[config.mk]
export PLATFORM = sky130hd
export DESIGN_NAME = six_button_pad_poller
export DESIGN_NICKNAME = d
export VERILOG_FILES = /design/src/design/sbpp_pkg.sv /design/src/design/six_button_pad_poller.sv /design/src/design/sbpp_update.sv
export SDC_FILE = /design/constraint.sdc
export NUM_CORES = 1
export LEC_CHECK = 0
export ABC_AREA = 0
export BUFFER_PORTS_ARGS = -buffer_cell sky130_fd_sc_hd__buf_4
export CELL_PAD_IN_SITES_DETAIL_PLACEMENT = 2
export CELL_PAD_IN_SITES_GLOBAL_PLACEMENT = 2
export CORE_ASPECT_RATIO = 0.6
export CORE_MARGIN = 5
export CORE_UTILIZATION = 25
export CTS_BUF_LIST = sky130_fd_sc_hd__clkbuf_4 sky130_fd_sc_hd__clkbuf_8
export DETAILED_ROUTE_END_ITERATION = 6
export GPL_TIMING_DRIVEN = 0
export PLACE_DENSITY_LB_ADDON = 0.1
export SLEW_MARGIN = 20
export SYNTH_ARGS = -nofsm -noshare
export SYNTH_HDL_FRONTEND = slang
export SYNTH_HIERARCHICAL = 1
export SYNTH_SLANG_ARGS = --single-unit
[constraint.sdc]
create_clock -name clk -period 1.9 [get_ports clk]
set_input_delay 0.19 -clock clk [delete_from_list [all_inputs] [get_ports clk]]
set_output_delay 0.19 -clock clk [all_outputs]
set_load 0.01 [all_outputs]
[src/design/sbpp_pkg.sv]
// ----------------------------------------------------------------------------
// sbpp_pkg
// shared types and constants for the six-button pad poller
// ----------------------------------------------------------------------------
`default_nettype none

package sbpp_pkg;

  localparam int unsigned WORD_W = 13;

  // button word bit positions
  localparam int unsigned BTN_UP    = 0;
  localparam int unsigned BTN_DOWN  = 1;
  localparam int unsigned BTN_LEFT  = 2;
  localparam int unsigned BTN_RIGHT = 3;
  localparam int unsigned BTN_A     = 4;
  localparam int unsigned BTN_B     = 5;
  localparam int unsigned BTN_C     = 6;
  localparam int unsigned BTN_START = 7;
  localparam int unsigned BTN_X     = 8;
  localparam int unsigned BTN_Y     = 9;
  localparam int unsigned BTN_Z     = 10;
  localparam int unsigned BTN_MODE  = 11;
  localparam int unsigned BTN_HOME  = 12;

  localparam logic [1:0] SKIP_NONE  = 2'd0;
  localparam logic [1:0] SKIP_POLLS = 2'd2;

  typedef logic [WORD_W-1:0] word_t;

  // sampled pin levels, 0 = low = active
  typedef struct packed {
    logic pin1;
    logic pin2;
    logic pin3;
    logic pin4;
    logic pin6;
    logic pin9;
  } pins_t;

  typedef struct packed {
    logic       select_level;
    logic       pad_connected;
    logic       six_mode;
    logic [1:0] skip_count;
    word_t      button_word;
  } state_t;

endpackage

`default_nettype wire

[src/design/six_button_pad_poller.sv]
// ----------------------------------------------------------------------------
// six_button_pad_poller
// an accepted poll request has its result in the output register in the
//   next cycle; throughput: one poll request per cycle while the output
//   register is empty or out_ready is high; this rate is set by the poll
//   state register feeding the decode logic straight back into itself
// reset (rst_n low, synchronous): select high, no pad, normal mode, no
//   skipped polls, button word zero, output register empty
// ----------------------------------------------------------------------------
`default_nettype none

module six_button_pad_poller (
  input  wire logic        clk,
  input  wire logic        rst_n,

  // poll request: sampled connector pins
  input  wire logic        in_valid,
  output      logic        in_ready,
  input  wire logic        in_pin1_level,
  input  wire logic        in_pin2_level,
  input  wire logic        in_pin3_level,
  input  wire logic        in_pin4_level,
  input  wire logic        in_pin6_level,
  input  wire logic        in_pin9_level,

  // result: button word and the select level to drive next
  output      logic        out_valid,
  input  wire logic        out_ready,
  output      logic [12:0] out_buttons,
  output      logic        out_select_next
);

  sbpp_pkg::state_t state_r;
  sbpp_pkg::state_t state_nxt;
  sbpp_pkg::pins_t  pins;

  logic             out_valid_r;
  sbpp_pkg::word_t  out_buttons_r;
  logic             out_select_next_r;
  logic             in_accept;

  // the output register frees up in the same cycle its result is taken,
  // so a new poll can enter while the previous result is being handed over
  assign in_ready  = ~out_valid_r | out_ready;
  assign in_accept = in_valid & in_ready;

  assign pins.pin1 = in_pin1_level;
  assign pins.pin2 = in_pin2_level;
  assign pins.pin3 = in_pin3_level;
  assign pins.pin4 = in_pin4_level;
  assign pins.pin6 = in_pin6_level;
  assign pins.pin9 = in_pin9_level;

  // decode of one poll against the current pad state
  sbpp_update u_update (
    .cur  (state_r),
    .pins (pins),
    .nxt  (state_nxt)
  );

  // poll state only moves on an accepted request
  always_ff @(posedge clk) begin
    if (!rst_n) begin
      state_r.select_level  <= 1'b1;
      state_r.pad_connected <= 1'b0;
      state_r.six_mode      <= 1'b0;
      state_r.skip_count    <= sbpp_pkg::SKIP_NONE;
      state_r.button_word   <= '0;
    end else if (in_accept) begin
      state_r <= state_nxt;
    end
  end

  // output register valid flag
  always_ff @(posedge clk) begin
    if (!rst_n) begin
      out_valid_r <= 1'b0;
    end else if (in_accept) begin
      out_valid_r <= 1'b1;
    end else if (out_ready) begin
      out_valid_r <= 1'b0;
    end
  end

  // result payload, loaded with the post-poll word and select level
  always_ff @(posedge clk) begin
    if (in_accept) begin
      out_buttons_r     <= state_nxt.button_word;
      out_select_next_r <= state_nxt.select_level;
    end
  end

  assign out_valid       = out_valid_r;
  assign out_buttons     = out_buttons_r;
  assign out_select_next = out_select_next_r;

endmodule

`default_nettype wire

[src/design/sbpp_update.sv]
// ----------------------------------------------------------------------------
// sbpp_update
// one-poll state update: select toggle, skip countdown, pad detect and button decode
// ----------------------------------------------------------------------------
`default_nettype none

module sbpp_update (
  input  sbpp_pkg::state_t cur,
  input  sbpp_pkg::pins_t  pins,
  output sbpp_pkg::state_t nxt
);

  logic sel;
  logic p1, p2, p3, p4, p6, p9;

  assign sel = ~cur.select_level;
  assign p1  = ~pins.pin1;
  assign p2  = ~pins.pin2;
  assign p3  = ~pins.pin3;
  assign p4  = ~pins.pin4;
  assign p6  = ~pins.pin6;
  assign p9  = ~pins.pin9;

  always_comb begin
    nxt              = cur;
    nxt.select_level = sel;
    if (cur.skip_count == sbpp_pkg::SKIP_NONE) begin
      if (sel) begin
        if (cur.pad_connected) begin
          if (cur.six_mode) begin
            nxt.button_word[sbpp_pkg::BTN_Z]    = p1;
            nxt.button_word[sbpp_pkg::BTN_Y]    = p2;
            nxt.button_word[sbpp_pkg::BTN_X]    = p3;
            nxt.button_word[sbpp_pkg::BTN_MODE] = p4;
            nxt.six_mode                        = 1'b0;
            nxt.skip_count                      = sbpp_pkg::SKIP_POLLS;
          end else begin
            nxt.button_word[sbpp_pkg::BTN_UP]    = p1;
            nxt.button_word[sbpp_pkg::BTN_DOWN]  = p2;
            nxt.button_word[sbpp_pkg::BTN_LEFT]  = p3;
            nxt.button_word[sbpp_pkg::BTN_RIGHT] = p4;
            nxt.button_word[sbpp_pkg::BTN_B]     = p6;
            nxt.button_word[sbpp_pkg::BTN_C]     = p9;
          end
        end else begin
          // two-button fallback rebuilds the whole word
          nxt.button_word                      = '0;
          nxt.button_word[sbpp_pkg::BTN_UP]    = p1;
          nxt.button_word[sbpp_pkg::BTN_DOWN]  = p2;
          nxt.button_word[sbpp_pkg::BTN_LEFT]  = p3;
          nxt.button_word[sbpp_pkg::BTN_RIGHT] = p4;
          nxt.button_word[sbpp_pkg::BTN_A]     = p6;
          nxt.button_word[sbpp_pkg::BTN_B]     = p9;
        end
      end else begin
        nxt.pad_connected = p3 & p4;
        nxt.six_mode      = p1 & p2;
        if (p3 && p4 && !(p1 && p2)) begin
          nxt.button_word[sbpp_pkg::BTN_A]     = p6;
          nxt.button_word[sbpp_pkg::BTN_START] = p9;
        end
      end
    end else begin
      if (cur.skip_count == sbpp_pkg::SKIP_POLLS) begin
        nxt.button_word[sbpp_pkg::BTN_HOME] = p1;
      end
      nxt.skip_count = cur.skip_count - 2'd1;
    end
  end

endmodule

`default_nettype wire
==> run metrics <==
status completed; Hold Worst Slack 0.176 ns; clock tree from TritonCTS done; CTS Root Cell clkbuf_8; relative slew slack 59.1%; share of total power in the clock network 35.4%; Hold Crit Class primary input to register; arrival time at the worst endpoint 1.80 ns; Clock Latency Late Sink 0.29 ns; Core Util, Final 32.2%; initial antenna violation count 0; Post-synth EDFFs 14; DP Wirelength 3360 um; synth warn 6; syn avg cell area 9.87 sq um; Crit Reg-Reg Endpoint out_buttons[10]; Gate Count Post-Synth 163; Hold Path Depth 3; Die Width 114 um; Starting Density 26.0%; clock skew 0.00535 ns; post-route cell area 0.00199 sq mm; reg2reg path depth 6; Pre-Repair DR Iteration Count 4; Setup crit end out_buttons[10]; first-iteration detailed-routing DRC count 17; vias per inst 4.76; placed cell area 0.00189 sq mm; Layout Nets 204; Startpoint Class register; Critical Path Source state_r[14]; worst slew pin tran 0.614 ns; largest net degree at the start of global routing 24; flops & latches, synth 33; Rows 22; CTS sink cnt 33; worst path required time 1.93 ns; Setup CP Type register to register; minimum clock period after layout 1.77 ns; CTS buffer count 5; commonest non-fill, non-tap cell in the layout nand2_1; leak pwr 0.786 nW; post-synthesis sequential area ratio 49.8%; area of the core 0.00619 sq mm; total power draw 1.57 mW; asr flop ratio synth 0%; CP max FO 10; Seq pwr share 50.3%; final period utilization 93.2%; first-pass GRT wire length 7730 um; clock-pin transition on the worst setup and hold timing paths 0.07 ns; FF-to-FF setup slack 0.13 ns; Antenna Nets Post-Route 0; origin of the critical flop-to-flop path state_r[14]; Die Area 0.00819 sq mm; worst setup margin 0.128 ns; IO Pins 26; share of post-route cells with drive strength above 1 25.1%; port bufs 24; die height 72.1 um; most frequent cells in the layout nand2_1, buf_4, dfxtp_1; ANT cells 0; vias in the first global route 1469; Comb power frac 14.3%; non-filler instance count after layout 279; Overall Global Routing Usage 12.3%; final hold viol count 0; Placed Cells incl. Taps 271; H-tree depth 2; Psw 0.406 mW; FILL cells 686; drt wl/cell 16.6 um; Syn Std Cell Area 0.00161 sq mm; Clock Path Buffers 2; final setup fails 0; Int Power 1.16 mW; RD Place Congestion 0.761; f_max 0.564 GHz; grt ovf 0; Area Growth Syn to Fin 23.8%; syn_nets 173; Via Count 1328; final max-slew violation count 0; Sw Share 26.0%; CP endpoint kind register; TNS Setup 0 ns; Pwr per Cell Area 786 mW/mm^2; pre-CTS WS 0.0650 ns; Cell variety after synth 36; Max Cap Viol 0; dominant synthesized flop cell dfxtp_1; final wirelength 4640 um; VDD IR max 0.223 mV; # hold bufs at CTS 0; number of remaining DRC errors 0
[timing repair]
item	4_1_cts	5_1_grt
setup buffers	0	0
resized for setup	0	5
endpoints found under the setup margin	0	4
[registers in the layout, indices dropped and copies added (netlist names)]
name / flops
out_select_next: 1
out_buttons: 13
out_valid: 1
state_r: 18
[worst max-delay path, stage by stage (launching register included)]
cell and delay (ns):
dfxtp_1 0.32, clkbuf_2 0.18, or3_1 0.37, buf_2 0.16, buf_6 0.15, o21ai_0 0.22, o31ai_2 0.11
[cell usage after synthesis (3+ instances only)]
cell | n | share of area (%)
mux2i_1 | 17 | 11
nor2_1 | 3 | 0.70
nand3_1 | 4 | 1.2
o31ai_1 | 5 | 2.3
buf_2 | 3 | 0.93
clkbuf_1 | 4 | 0.93
edfxtp_1 | 14 | 26
nand2_1 | 48 | 11
inv_1 | 4 | 0.93
or2_2 | 3 | 1.2
o21ai_0 | 10 | 3.1
dfxtp_1 | 19 | 24
[power groups by stage]
stage | Clock, mW | Combinational [mW] | Sequential (mW)
detailed placement | 0 | 0.227 | 0.803
floorplan | 0 | 0.121 | 0.812
finish | 0.554 | 0.224 | 0.787
CTS | 0.572 | 0.228 | 0.787
global placement | 0 | 0.220 | 0.801
global route | 0.607 | 0.246 | 0.790
[worst min-delay path by stage]
stage,from,end,slack [ns]
after floorplan,in_valid,out_valid,0.33
after global placement,state_r[14],state_r[14],0.44
after detailed placement,state_r[15],state_r[15],0.46
after CTS,in_valid,out_valid,0.18
after global routing,in_valid,out_valid,0.20
final,in_valid,out_valid,0.18
[kinds of logic after synthesis]
logic type / share of synthesized area [%]
buffers and inverters: 7.46
flip-flops: 49.8
multiplexers: 10.6
AO/OA/AOI/OAI: 12.8
AND/OR/NAND/NOR: 19.4
[routing by layer]
layer / part of all wire [%] / wire length, um / GRT usage (%)
met1: 49 / 2250 / 16.1
met2: 47 / 2190 / 19.5
met3: 3.2 / 147 / 3.58
met4: 0.95 / 44 / 4.53
met5: 0 / 0 / 0
[final cells by class]
| class | instances | area (sq um) | area share [%] |
|---|---|---|---|
| Clock inverter | 2 | 8.76 | 0.440 |
| Inverter | 4 | 15.0 | 0.754 |
| Buffer | 13 | 106 | 5.34 |
| Multi-Input combinational cell | 113 | 693 | 34.8 |
| Sequential cell | 33 | 801 | 40.2 |
| Timing Repair Buffer | 24 | 180 | 9.05 |
| Tap cell | 84 | 105 | 5.28 |
| Clock buffer | 6 | 82.6 | 4.15 |
No activity file was read; power rests on OpenSTA's default activity.
